--- src/rtl/flux_difference_derivative_defines.svh ---
// assertion macros for the flux difference derivative block
`ifndef FLUX_DIFFERENCE_DERIVATIVE_DEFINES_SVH
`define FLUX_DIFFERENCE_DERIVATIVE_DEFINES_SVH

`ifndef SYNTHESIS
`define FDD_ASSERT(lbl, clk, rstn, prop, msg) \
  lbl: assert property (@(posedge clk) disable iff (!rstn) prop) else $error(msg);
`define FDD_ASSERT_NEXT(lbl, clk, rstn, ante, cons, msg) \
  lbl: assert property (@(posedge clk) disable iff (!rstn) (ante) |=> (cons)) else $error(msg);
`else
`define FDD_ASSERT(lbl, clk, rstn, prop, msg)
`define FDD_ASSERT_NEXT(lbl, clk, rstn, ante, cons, msg)
`endif

`endif

--- src/rtl/fdd_pkg.sv ---
// shared types, constants and functions of the flux difference derivative block
`default_nettype none
package fdd_pkg;

  localparam int LANES    = 4;
  localparam int WIN      = 6;
  localparam int DATA_W   = 32;
  localparam int IDX_W    = 12;
  localparam int ACC_W    = 45;
  localparam int COEF_W   = 13;
  localparam int MAX_RES  = 3;
  localparam int DIGITS   = 9;

  localparam logic [IDX_W-1:0] LAST_IDX = '1;

  localparam logic REG_MODE = 1'b0;
  localparam logic REG_INV  = 1'b1;

  localparam logic [63:0] ROUND_BIAS  = 64'd62914560;
  localparam logic [53:0] SAT_POS_LIM = 54'd32212254720;
  localparam logic [53:0] SAT_NEG_LIM = 54'd32212254735;

  typedef enum logic [2:0] {
    C_LEFT1  = 3'd0,
    C_LEFT2  = 3'd1,
    C_INNER  = 3'd2,
    C_RIGHT1 = 3'd3,
    C_RIGHT0 = 3'd4,
    C_TWO    = 3'd5
  } coef_sel_e;

  typedef struct packed {
    coef_sel_e        sel;
    logic [IDX_W-1:0] idx;
    logic             short_line;
    logic             eor;
  } result_desc_t;

  typedef struct packed {
    logic      start;
    coef_sel_e sel;
  } lane_ctrl_t;

  typedef struct packed {
    logic                     done;
    logic                     sat;
    logic signed [DATA_W-1:0] value;
  } lane_res_t;

  typedef struct packed {
    logic         load;
    result_desc_t desc;
  } merge_ctrl_t;

  localparam logic signed [COEF_W-1:0] K_LEFT1 [WIN] =
    '{13'sd0, -13'sd1760, 13'sd1360, 13'sd720, -13'sd400, 13'sd80};
  localparam logic signed [COEF_W-1:0] K_LEFT2 [WIN] =
    '{13'sd0, 13'sd80, -13'sd2160, 13'sd2160, -13'sd80, 13'sd0};
  localparam logic signed [COEF_W-1:0] K_INNER [WIN] =
    '{-13'sd9, 13'sd125, -13'sd2250, 13'sd2250, -13'sd125, 13'sd9};
  localparam logic signed [COEF_W-1:0] K_RIGHT1 [WIN] =
    '{13'sd0, 13'sd0, 13'sd80, -13'sd2160, 13'sd2160, -13'sd80};
  localparam logic signed [COEF_W-1:0] K_RIGHT0 [WIN] =
    '{13'sd0, -13'sd80, 13'sd400, -13'sd720, -13'sd1360, 13'sd1760};
  localparam logic signed [COEF_W-1:0] K_TWO [WIN] =
    '{13'sd0, 13'sd0, 13'sd0, 13'sd0, -13'sd1920, 13'sd1920};

  function automatic logic signed [COEF_W-1:0] coef(coef_sel_e sel, logic [2:0] j);
    logic signed [COEF_W-1:0] c;
    case (sel)
      C_LEFT1:  c = K_LEFT1[j];
      C_LEFT2:  c = K_LEFT2[j];
      C_INNER:  c = K_INNER[j];
      C_RIGHT1: c = K_RIGHT1[j];
      C_RIGHT0: c = K_RIGHT0[j];
      C_TWO:    c = K_TWO[j];
      default:  c = '0;
    endcase
    return c;
  endfunction

  // one hex digit of a divide by 15: returns {quotient digit, remainder}
  function automatic logic [7:0] div15_step(logic [7:0] val);
    logic [15:0] prod;
    logic [3:0]  qd;
    logic [7:0]  r;
    prod = 16'(val) * 16'd137;
    qd   = prod[14:11];
    r    = val - 8'(qd) * 8'd15;
    return {qd, r[3:0]};
  endfunction

endpackage
`default_nettype wire

--- src/rtl/fdd_if.sv ---
// stream interfaces for the flux input and the derivative output
`default_nettype none


interface fdd_out_if;
  logic               valid;
  logic               ready;
  logic signed [31:0] deriv_0;
  logic signed [31:0] deriv_1;
  logic signed [31:0] deriv_2;
  logic signed [31:0] deriv_3;
  logic [11:0]        point_index;
  logic               saturated;
  logic               short_line;
  logic               end_of_run;

  modport source (output valid, deriv_0, deriv_1, deriv_2, deriv_3, point_index, saturated,
                  short_line, end_of_run, input ready);
  modport sink (input valid, deriv_0, deriv_1, deriv_2, deriv_3, point_index, saturated,
                short_line, end_of_run, output ready);
endinterface
`default_nettype wire

--- src/rtl/fdd_merge.sv ---
// output register that gathers the lane results into one derivative transfer
`default_nettype none
module fdd_merge (
  input  logic                   clk_i,
  input  logic                   rst_ni,
  input  fdd_pkg::merge_ctrl_t   ctrl_i,
  input  fdd_pkg::lane_res_t     lane_i [fdd_pkg::LANES],
  output logic                   can_load_o,
  fdd_out_if.source              out
);
  import fdd_pkg::*;

  logic                     valid_q;
  logic signed [DATA_W-1:0] deriv_q [LANES];
  logic [IDX_W-1:0]         idx_q;
  logic                     sat_q;
  logic                     short_q;
  logic                     eor_q;
  logic                     any_sat;

  assign can_load_o = !valid_q || out.ready;

  always_comb begin
    any_sat = 1'b0;
    for (int l = 0; l < LANES; l++) begin
      any_sat = any_sat | lane_i[l].sat;
    end
  end

  always_ff @(posedge clk_i or negedge rst_ni) begin
    if (!rst_ni) begin
      valid_q <= 1'b0;
    end else if (ctrl_i.load) begin
      valid_q <= 1'b1;
    end else if (out.ready) begin
      valid_q <= 1'b0;
    end
  end

  always_ff @(posedge clk_i) begin
    if (ctrl_i.load) begin
      for (int l = 0; l < LANES; l++) begin
        deriv_q[l] <= ctrl_i.desc.short_line ? '0 : lane_i[l].value;
      end
      idx_q   <= ctrl_i.desc.idx;
      sat_q   <= !ctrl_i.desc.short_line && any_sat;
      short_q <= ctrl_i.desc.short_line;
      eor_q   <= ctrl_i.desc.eor;
    end
  end

  assign out.valid       = valid_q;
  assign out.deriv_0     = deriv_q[0];
  assign out.deriv_1     = deriv_q[1];
  assign out.deriv_2     = deriv_q[2];
  assign out.deriv_3     = deriv_q[3];
  assign out.point_index = idx_q;
  assign out.saturated   = sat_q;
  assign out.short_line  = short_q;
  assign out.end_of_run  = eor_q;
endmodule
`default_nettype wire

--- src/flat_wrapper.sv ---
// flat-port wrapper written by rule: the top's interface ports become plain ports
module fdd_merge_flat import fdd_pkg::*;
  (clk_i, rst_ni, ctrl_i, lane_i, can_load_o, out_valid, out_deriv_0, out_deriv_1, out_deriv_2, out_deriv_3, out_point_index, out_saturated, out_short_line, out_end_of_run, out_ready);
  fdd_out_if out_i ();
  input  logic clk_i;
  input  logic rst_ni;
  input  fdd_pkg::merge_ctrl_t ctrl_i;
  input  fdd_pkg::lane_res_t lane_i[fdd_pkg::LANES];
  output logic can_load_o;
  output wire logic [$bits(out_i.valid)-1:0] out_valid;
  output wire logic [$bits(out_i.deriv_0)-1:0] out_deriv_0;
  output wire logic [$bits(out_i.deriv_1)-1:0] out_deriv_1;
  output wire logic [$bits(out_i.deriv_2)-1:0] out_deriv_2;
  output wire logic [$bits(out_i.deriv_3)-1:0] out_deriv_3;
  output wire logic [$bits(out_i.point_index)-1:0] out_point_index;
  output wire logic [$bits(out_i.saturated)-1:0] out_saturated;
  output wire logic [$bits(out_i.short_line)-1:0] out_short_line;
  output wire logic [$bits(out_i.end_of_run)-1:0] out_end_of_run;
  input wire logic [$bits(out_i.ready)-1:0] out_ready;
  assign out_valid = out_i.valid;
  assign out_deriv_0 = out_i.deriv_0;
  assign out_deriv_1 = out_i.deriv_1;
  assign out_deriv_2 = out_i.deriv_2;
  assign out_deriv_3 = out_i.deriv_3;
  assign out_point_index = out_i.point_index;
  assign out_saturated = out_i.saturated;
  assign out_short_line = out_i.short_line;
  assign out_end_of_run = out_i.end_of_run;
  assign out_i.ready = out_ready;
  fdd_merge u_core (.clk_i(clk_i), .rst_ni(rst_ni), .ctrl_i(ctrl_i), .lane_i(lane_i), .can_load_o(can_load_o), .out(out_i));
endmodule
--- config.mk ---
export PLATFORM = sky130hd
export DESIGN_NAME = fdd_merge_flat
export DESIGN_NICKNAME = d
export VERILOG_FILES = /design/src/rtl/flux_difference_derivative_defines.svh /design/src/rtl/fdd_pkg.sv /design/src/rtl/fdd_if.sv /design/src/rtl/fdd_merge.sv /design/src/flat_wrapper.sv
export SDC_FILE = /design/constraint.sdc
export NUM_CORES = 1
export LEC_CHECK = 0
export BUFFER_PORTS_ARGS = -buffer_cell sky130_fd_sc_hd__buf_2
export CAP_MARGIN = 20
export CORE_MARGIN = 2
export CORE_UTILIZATION = 39
export CTS_CLUSTER_DIAMETER = 80
export CTS_CLUSTER_SIZE = 28
export DETAILED_ROUTE_END_ITERATION = 8
export GPL_TIMING_DRIVEN = 0
export PLACE_DENSITY = 0.75
export SETUP_SLACK_MARGIN = 0.15
export SYNTH_ARGS = -nofsm -noshare
export SYNTH_HDL_FRONTEND = slang
export SYNTH_SLANG_ARGS = --single-unit
--- constraint.sdc ---
create_clock -name clk_i -period 0.8 [get_ports clk_i]
set_input_delay 0.12 -clock clk_i [delete_from_list [all_inputs] [get_ports clk_i]]
set_output_delay 0.12 -clock clk_i [all_outputs]
set_load 0.03 [all_outputs]
==> run metrics, run 1 <==
outcome complete, but fails checks; failing checks negative hold slack, negative setup slack; most numerous cell in the Yosys netlist edfxtp_1; nets 779; Tcrit/Tclk final 1.44; largest family of logic cells by synthesized area simple AND/OR/NAND/NOR gates; gpl congestion 0.767; Final min period 1160 ps; Total Wirelength 13,300 µm; Yosys reg bits 144; dpl cells 761; Worst setup SP type flip-flop; share of the synthesized area in the top cell type 0.823; number of I/O pins 302; share of layout cells above drive strength 1 0.541; Mapped Nets 447; pwr dens 2340 mW/mm²; via-per-instance ratio 4.47; placement row count 42; Longest Clk Path Bufs 2; Slew headroom 0.854; Synth Warn # 0; Mapped Cells 290; dominant cells by area after synthesis edfxtp_1 82%, nor2b_1 15%, buf_2 1.2%; area grow syn2layout 68.2%; XOR/XNOR share of the synthesized area 0; total power 20.6 mW; Hold-fix buffers, CTS 16; Seq/Total Area, Yosys 0.828; share of flip-flops with an asynchronous set or reset after synthesis 0.00694; CP Capture Type primary output; CTS HTree Levels 4; DRT iter0 DRCs 201; global-route wire length before repair 20,000 µm; post-synthesis compound-gate area fraction 0; mapped cell area 0.00522 mm²; library cells used by synthesis 8; area share of fa/ha/maj cells after synthesis 0; Leakage 3.65 nW; Mean Syn Cell Area 18.0 µm²; Setup-failing EPs final 145; clock sinks 144; post-route design area 0.00877 mm²; Initial Util 0.397; type of the worst setup path reg2out; count of final hold-check violations 13; diode count 0; Clock Pin Slew Worst Setup and Hold Paths 60 ps; CTS tree done; DR DRC count 0; Primary FF master, synth edfxtp_1; antenna violations before repair 1; CP required 680 ps; Post-synth EDFFs 143; Max-Cap Viols 0; largest net degree at the start of global routing 39; Crit Path Max Fanout 2; slew at the pin closest to its max-slew limit 220 ps; proportion of synthesized area in mux cells 0; via count 3,619; placed inst area 0.00705 mm²; vias in the first global route 3,905; simple-gate share of the synthesized area 0.158; Root Driver clkbuf_16; Buffers on Ports 294; layout filler cell count 864; RSZ-0062 raised after global routing true; worst min path class in2reg; top cells by count, synth 143 x edfxtp_1, 128 x nor2b_1, 13 x buf_2; Final Slew Violations 0; Worst IR Drop VDD 0.00134 V; CTS buffer count 17; final worst slack -355 ps; Critical Path AT 1040 ps; Synth area leader edfxtp_1; hold_ws -6.97 ps; post-DP HPWL 8760 µm; total core area 0.0131 mm²; Layout Skew 0 ps; global route overflow 0; Total GRT Usage 0.188; post-route antenna net violation count 0; routed len/inst 16.5 µm; Die Ht 120 µm; clk_lat worst skew 410 ps; die width 120 µm; Die ar. 0.0143 mm²; f_max 0.866 GHz; final non-filler cell total 810; drt pass-1 iters 4
-- critical path, cell delays in order (launching register included) --
cell and delay (ps):
dfrtp_2 420, nand2b_4 80, buf_6 120
-- kinds of logic (layout without fill, tap and decap cells) --
family | count (synthesis) | in the layout
flip-flops | 144 | 144
AND/OR/NAND/NOR | 132 | 132
buffers and inverters | 14 | 358
-- state kept, by name (all words and copies together), names as in the netlist --
register and flops:
u_core.deriv_q 128, u_core.out.end_of_run 1, u_core.out.point_index 12, u_core.out.saturated 1, u_core.out.short_line 1, u_core.out.valid 1
-- power breakdown --
group          switching, mW  leakage, nW  total (mW)  internal [mW]
clock                   2.91        0.280        7.74           4.83
combinational           1.90         1.98        3.55           1.65
sequential             0.284         1.39        9.27           8.98
-- metrics by stage --
| step | setup TNS, ps | worst slack, ps | utilization |
|---|---|---|---|
| after CTS | -41800 | -366 | 0.668 |
| after floorplan | 0 | 2.97 | - |
| final | -38920 | -355 | 0.668 |
| after global routing | -44800 | -393 | 0.668 |
| after detailed placement | -72990 | -614 | 0.537 |
| after global placement | -290700 | -1960 | 0.534 |
-- worst paths after layout --
check                                             start                             endpoint  slack, ps  depth (start not counted)
max                        u_core.out.valid$_DFFE_PN0P_                           can_load_o       -360                          2
min reg2reg                u_core.out.valid$_DFFE_PN0P_         u_core.out.valid$_DFFE_PN0P_        650                          3
min in group asynchronous                        rst_ni         u_core.out.valid$_DFFE_PN0P_         40                          2
min                                          lane_i[23]  u_core.deriv_q[3][23]$_SDFFCE_PP0P_         -7                          2
max in group asynchronous                        rst_ni         u_core.out.valid$_DFFE_PN0P_        660                          2
max reg2reg                u_core.out.valid$_DFFE_PN0P_         u_core.out.valid$_DFFE_PN0P_         50                          3
-- cell type report --
cell class                 instances  area [µm²]  area share
buffer                            14         160      0.0183
clock buffer                      18         429      0.0489
clock inverter                    13         146      0.0167
multi-input combinational        132         846      0.0964
sequential                       144        4320       0.493
tap                              176         220      0.0251
timing repair buffer             313        2650       0.302
-- per-layer routing --
metal | track usage | wire length [µm]
met5 | 0 | 13
met4 | 0.0904 | 399
met3 | 0.0851 | 1310
met2 | 0.330 | 7060
met1 | 0.189 | 4550
-- placed cells by master, fill, tap and decap left out --
| cell | n |
|---|---|
| nor2b_1 | 128 |
| dlygate4sd3_1 | 14 |
| dlymetal6s4s_1 | 1 |
| bufbuf_16 | 2 |
| nor4_4 | 1 |
| clkinvlp_4 | 2 |
| clkinv_1 | 2 |
| clkinv_2 | 5 |
| nand2b_1 | 1 |
| nand2b_4 | 1 |
| buf_12 | 1 |
| buf_6 | 156 |
| bufinv_16 | 3 |
| clkinv_4 | 1 |
| buf_16 | 2 |
| clkbuf_16 | 17 |
| buf_4 | 1 |
| clkbuf_1 | 1 |
| dfrtp_2 | 1 |
| nor2_1 | 1 |
| edfxtp_1 | 143 |
| buf_2 | 150 |
-- what timing repair did --
| item | in CTS | in global routing |
|---|---|---|
| resized for setup | 291 | 1 |
| gates cloned | 2 | 0 |
| hold endpoints to repair | 87 | 26 |
| setup endpoints to repair | 220 | 148 |
| setup buffers | 1 | 0 |
No activity file was read; power rests on OpenSTA's default activity.
==> run 2, diff against run 1 <==
--- a/config.mk
+++ b/config.mk
@@ -9,2 +9,3 @@
 export CAP_MARGIN = 20
+export CORE_ASPECT_RATIO = 1.25
 export CORE_MARGIN = 2
==> constraint.sdc (replaced) <==
create_clock -name clk_i -period 0.8 [get_ports clk_i]
set_input_delay 0.16 -clock clk_i [delete_from_list [all_inputs] [get_ports clk_i]]
set_output_delay 0.16 -clock clk_i [all_outputs]
set_load 0.03 [all_outputs]
==> run 2 against run 1 <==
Against the previous run:
- the flow finishes with violations (negative setup slack)
- clock power fell by 3.1%
- combinational power barely moved
- non-clock buffer count is 1 lower
==> run metrics, run 2 (synthesis gave the netlist of run 1 again) <==
Tcrit/Tclk final 1.50; cell depth of the worst flop-to-flop path 2; placement row count 47; pwr dens 2310 mW/mm²; Initial Util 0.396; gpl congestion 0.755; f_max 0.835 GHz; count of final hold-check violations 0; commonest non-fill, non-tap cell in the layout buf_2; total power 20.3 mW; post-DP HPWL 8900 µm; Crit Path Max Fanout 2; clock sinks 144; Max-Cap Viols 0; Multi-input gate area 846 µm²; hold_ws 43.3 ps; final worst slack -398 ps; Layout Skew 0 ps; Root Driver clkbuf_16; CP required 640 ps; vias in the first global route 3,834; setup_tns -42,800 ps; worst reg2reg startpoint u_core.out.valid$_DFFE_PN0P_; RSZ-0062 raised after global routing true; largest net degree at the start of global routing 52; via-per-instance ratio 4.42; slew at the pin closest to its max-slew limit 302 ps; share of layout cells above drive strength 1 0.543; type of the worst setup path reg2out; clk_lat worst skew 400 ps; CP Capture Type primary output; DR DRC count 0; FF/Latch Area 0.00432 mm²; most frequent cells in the layout 150 x buf_2, 146 x buf_6, 143 x edfxtp_1; antenna violations before repair 0; Buffers on Ports 294; area grow syn2layout 68.4%; start point of the critical path u_core.out.valid$_DFFE_PN0P_; Worst setup SP type flip-flop; global-route wire length before repair 19,300 µm; Die ar. 0.0143 mm²; r2r endpoint u_core.out.valid$_DFFE_PN0P_; failing checks negative setup slack; Longest Clk Path Bufs 2; CTS HTree Levels 4; R2R Setup Slk 100 ps; Worst Setup EP can_load_o; drt pass-1 iters 4; global route overflow 0; number of I/O pins 302; hold path startpoint lane_i[122]; max reg flops 128; outcome complete, but fails checks; Final Slew Violations 0; post-route antenna net violation count 0; Critical Path AT 1040 ps; Die Ht 133 µm; CTS tree done; Top reg by flops u_core.deriv_q; die width 107 µm; Slew headroom 0.799; layout filler cell count 885; Setup Fix Bufs, Post-CTS 0; Total Wirelength 13,300 µm; CTS buffer count 17; Final min period 1200 ps; routed len/inst 16.6 µm; DRT iter0 DRCs 100; nets 778; total core area 0.0132 mm²; Util after Layout 0.667; Clock Pin Slew Worst Setup and Hold Paths 60 ps; via count 3,561; Total GRT Usage 0.182; worst min path class in2reg; Worst IR Drop VDD 0.00116 V; Setup-failing EPs final 145; diode count 0; Leakage 3.64 nW
run 2: cell types whose count changed in the layout (fill, tap and decap cells not counted):
cell	change
buf_12	+1
buf_16	+1
buf_4	-1
buf_6	-10
buf_8	+10
bufbuf_16	-2
bufinv_16	-1
clkbuf_1	+2
clkbuf_16	+1
clkbuf_8	+1
clkinv_1	-2
clkinv_4	+1
dlymetal6s4s_1	-1
run 2: how the worst min path moves through the flow:
stage	endpoint	slack, ps	cells after the start
floorplan	u_core.out.valid$_DFFE_PN0P_	-140	0
global placement	u_core.out.valid$_DFFE_PN0P_	-70	1
detailed placement	u_core.out.valid$_DFFE_PN0P_	-60	1
CTS	u_core.deriv_q[1][20]$_SDFFCE_PP0P_	20	2
global route	u_core.deriv_q[1][18]$_SDFFCE_PP0P_	30	2
finish	u_core.deriv_q[0][20]$_SDFFCE_PP0P_	40	2
run 2: timing repair:
item,CTS,global route
resized for setup,292,0
endpoints found under the setup margin,248,196
hold buffers,14,0
cloned,2,1
endpoints found under the hold margin,14,0
run 2: routing by layer:
metal  global-route usage  routed length [µm]
met1                0.180                4610
met2                0.335                7250
met3               0.0729                1160
met4               0.0734                 313
met5                    0                   0
run 2: power breakdown:
group | internal, mW | total [mW] | switching (mW) | leakage, nW
Sequential | 8.98 | 9.26 | 0.275 | 1.39
Combinational | 1.66 | 3.57 | 1.91 | 1.97
Clock | 4.65 | 7.50 | 2.85 | 0.277
run 2: cell type report:
| cell class | count | share of cell area |
|---|---|---|
| clock inverters | 11 | 0.0134 |
| flip-flops and latches | 144 | 0.492 |
| clock buffers | 21 | 0.0513 |
| plain buffers | 14 | 0.0225 |
| repair buffers | 312 | 0.300 |
| well taps | 171 | 0.0244 |
| multi-input cells | 132 | 0.0963 |
run 2: worst max-delay path: stages, from the launching register on:
cell and delay, ps:
dfrtp_2 430, nand2b_4 90, buf_6 130
run 2: per-stage QoR:
stage          setup slack (ps)  std cells  cell area, µm²
5_1_grt                    -438        805            8780
4_1_cts                    -417        804            8760
3_5_place_dp               -563        756            7080
3_3_place_gp              -1980        755            7050
6_report                   -398        805            8780
2_1_floorplan              2.97        290            5360
==> run 3, diff against run 2 <==
Settings changed: CAP_MARGIN 20 to 0, CORE_ASPECT_RATIO 1.25 to 1.75, PLACE_DENSITY 0.75 to 0.8.
==> run 3 against run 2 <==
Against the previous run:
- the flow still finishes with violations (negative setup slack)
- worst setup slack got worse by 9.8 ps
- sequential share of layout area fell by 0.22 points
- clock-buffer cell count fell by 4
- sequential power barely moved
- clock skew did not move
- clock power rose by 1%
- final cell count rose by 1.4%
- power rose by 0.60%
- critical path depth did not move
- critical endpoint unchanged
- largest cell class unchanged
- highest routed layer is now met5
==> run metrics, run 3 (synthesis gave the netlist of run 1 again) <==
outcome complete, but fails checks; failing checks negative setup slack; max reg flops 128; total power 20.4 mW; area grow syn2layout 69.1%; Root Driver clkbuf_16; Critical Path AT 1050 ps; max incr delay on CP 430 ps; type of the worst setup path reg2out; largest net degree at the start of global routing 38; most frequent cells in the layout 150 x buf_2, 147 x buf_6, 143 x edfxtp_1; vias in the first global route 4,023; via-per-instance ratio 4.47; Leakage 3.66 nW; Top reg by flops u_core.deriv_q; CTS HTree Levels 4; Total GRT Usage 0.197; DR top layer met5; Die Ht 157 µm; hold path startpoint lane_i[48]; pwr dens 2320 mW/mm²; global route overflow 0; placement row count 55; global-route wire length before repair 20,800 µm; number of I/O pins 302; WL met3 1380 µm; Total Wirelength 14,100 µm; Layout Skew 0 ps; worst min path class in2reg; Initial Util 0.401; total core area 0.0130 mm²; Crit Path Max Fanout 2; slew at the pin closest to its max-slew limit 227 ps; CP Cell Sequence nand2b_4 > buf_6; routed len/inst 17.3 µm; Die ar. 0.0143 mm²; worst reg2reg startpoint u_core.out.valid$_DFFE_PN0P_; via count 3,645; Worst setup SP type flip-flop; Setup-failing EPs final 146; die width 91.4 µm; nets 779; f_max 0.828 GHz; post-DP HPWL 9570 µm; DR WL met2 7870 µm; start point of the critical path u_core.out.valid$_DFFE_PN0P_; commonest non-fill, non-tap cell in the layout buf_2; gpl congestion 0.816; CP Capture Type primary output; clock sinks 144; Final min period 1210 ps; Critical-path top delay cell dfrtp_2; dpl ws -644 ps; share of layout cells above drive strength 1 0.546; CP required 640 ps; Tcrit/Tclk final 1.51; Worst IR Drop VDD 0.00179 V; Max-Cap Viols 0; antenna violations before repair 11; CTS buffer count 17; Clock Pin Slew Worst Setup and Hold Paths 60 ps; drt pass-1 iters 4; Final Slew Violations 0; Longest Clk Path Bufs 2; Buffers on Ports 294; post-route design area 0.00882 mm²; count of final hold-check violations 0; RSZ-0062 raised after global routing true; placed inst area 0.00708 mm²; clk_lat worst skew 400 ps; post-route antenna net violation count 0; Slew headroom 0.849; DR DRC count 0; DRT iter0 DRCs 119; Metal-1 WL 4370 µm; final worst slack -408 ps; CTS tree done
[run 3: area by class of cell]
type,count,area [µm²]
timing repair buffer,313,2640
clock inverter,15,149
tap,171,214
clock buffer,17,425
fill,829,4190
antenna,10,25.0
multi-input combinational,132,846
buffer,14,198
sequential,144,4320
[run 3: worst paths after layout]
kind	to	slack (ps)	depth (start not counted)
setup / recovery	can_load_o	-410	2
hold / removal	u_core.deriv_q[2][14]$_SDFFCE_PP0P_	40	2
setup reg to reg	u_core.out.valid$_DFFE_PN0P_	-50	4
hold reg to reg	u_core.out.valid$_DFFE_PN0P_	770	4
max in group asynchronous	u_core.out.valid$_DFFE_PN0P_	640	2
min in group asynchronous	u_core.out.valid$_DFFE_PN0P_	60	2
[run 3: layer usage]
metal / track usage / vias up
met5: 0 / -
met4: 0.0981 / 2
met3: 0.0938 / 36
met2: 0.353 / 213
met1: 0.183 / 1693
li1: - / 1701
[run 3: report_power, final]
group          internal [mW]  total (mW)  switching, mW
logic                   1.67        3.59           1.92
clock network           4.38        7.59           3.21
registers               8.98        9.27          0.287
total                   15.0        20.4           5.42
[run 3: critical path, delay by kind of cell (launching register included)]
kind | cells | cell delay (ps)
flip-flops | 1 | 430
buffers and inverters | 1 | 130
AND/OR/NAND/NOR | 1 | 90
[run 3: timing repair]
item,CTS,global route
cloned,2,0
hold buffers,14,0
buffers inserted,1,1
gates resized for setup,291,3
setup endpoints to repair,218,183
endpoints found under the hold margin,14,0
[run 3: through the flow]
| step | setup TNS (ps) | hold slack, ps | std cells | utilization |
|---|---|---|---|---|
| floorplan | 0 | -136 | 290 | - |
| global placement | -294470 | -65.1 | 755 | 0.542 |
| detailed placement | -85710 | -64.9 | 756 | 0.545 |
| CTS | -46670 | 23.2 | 805 | 0.676 |
| global route | -50590 | 23.5 | 811 | 0.677 |
| finish | -44170 | 39.6 | 816 | 0.678 |
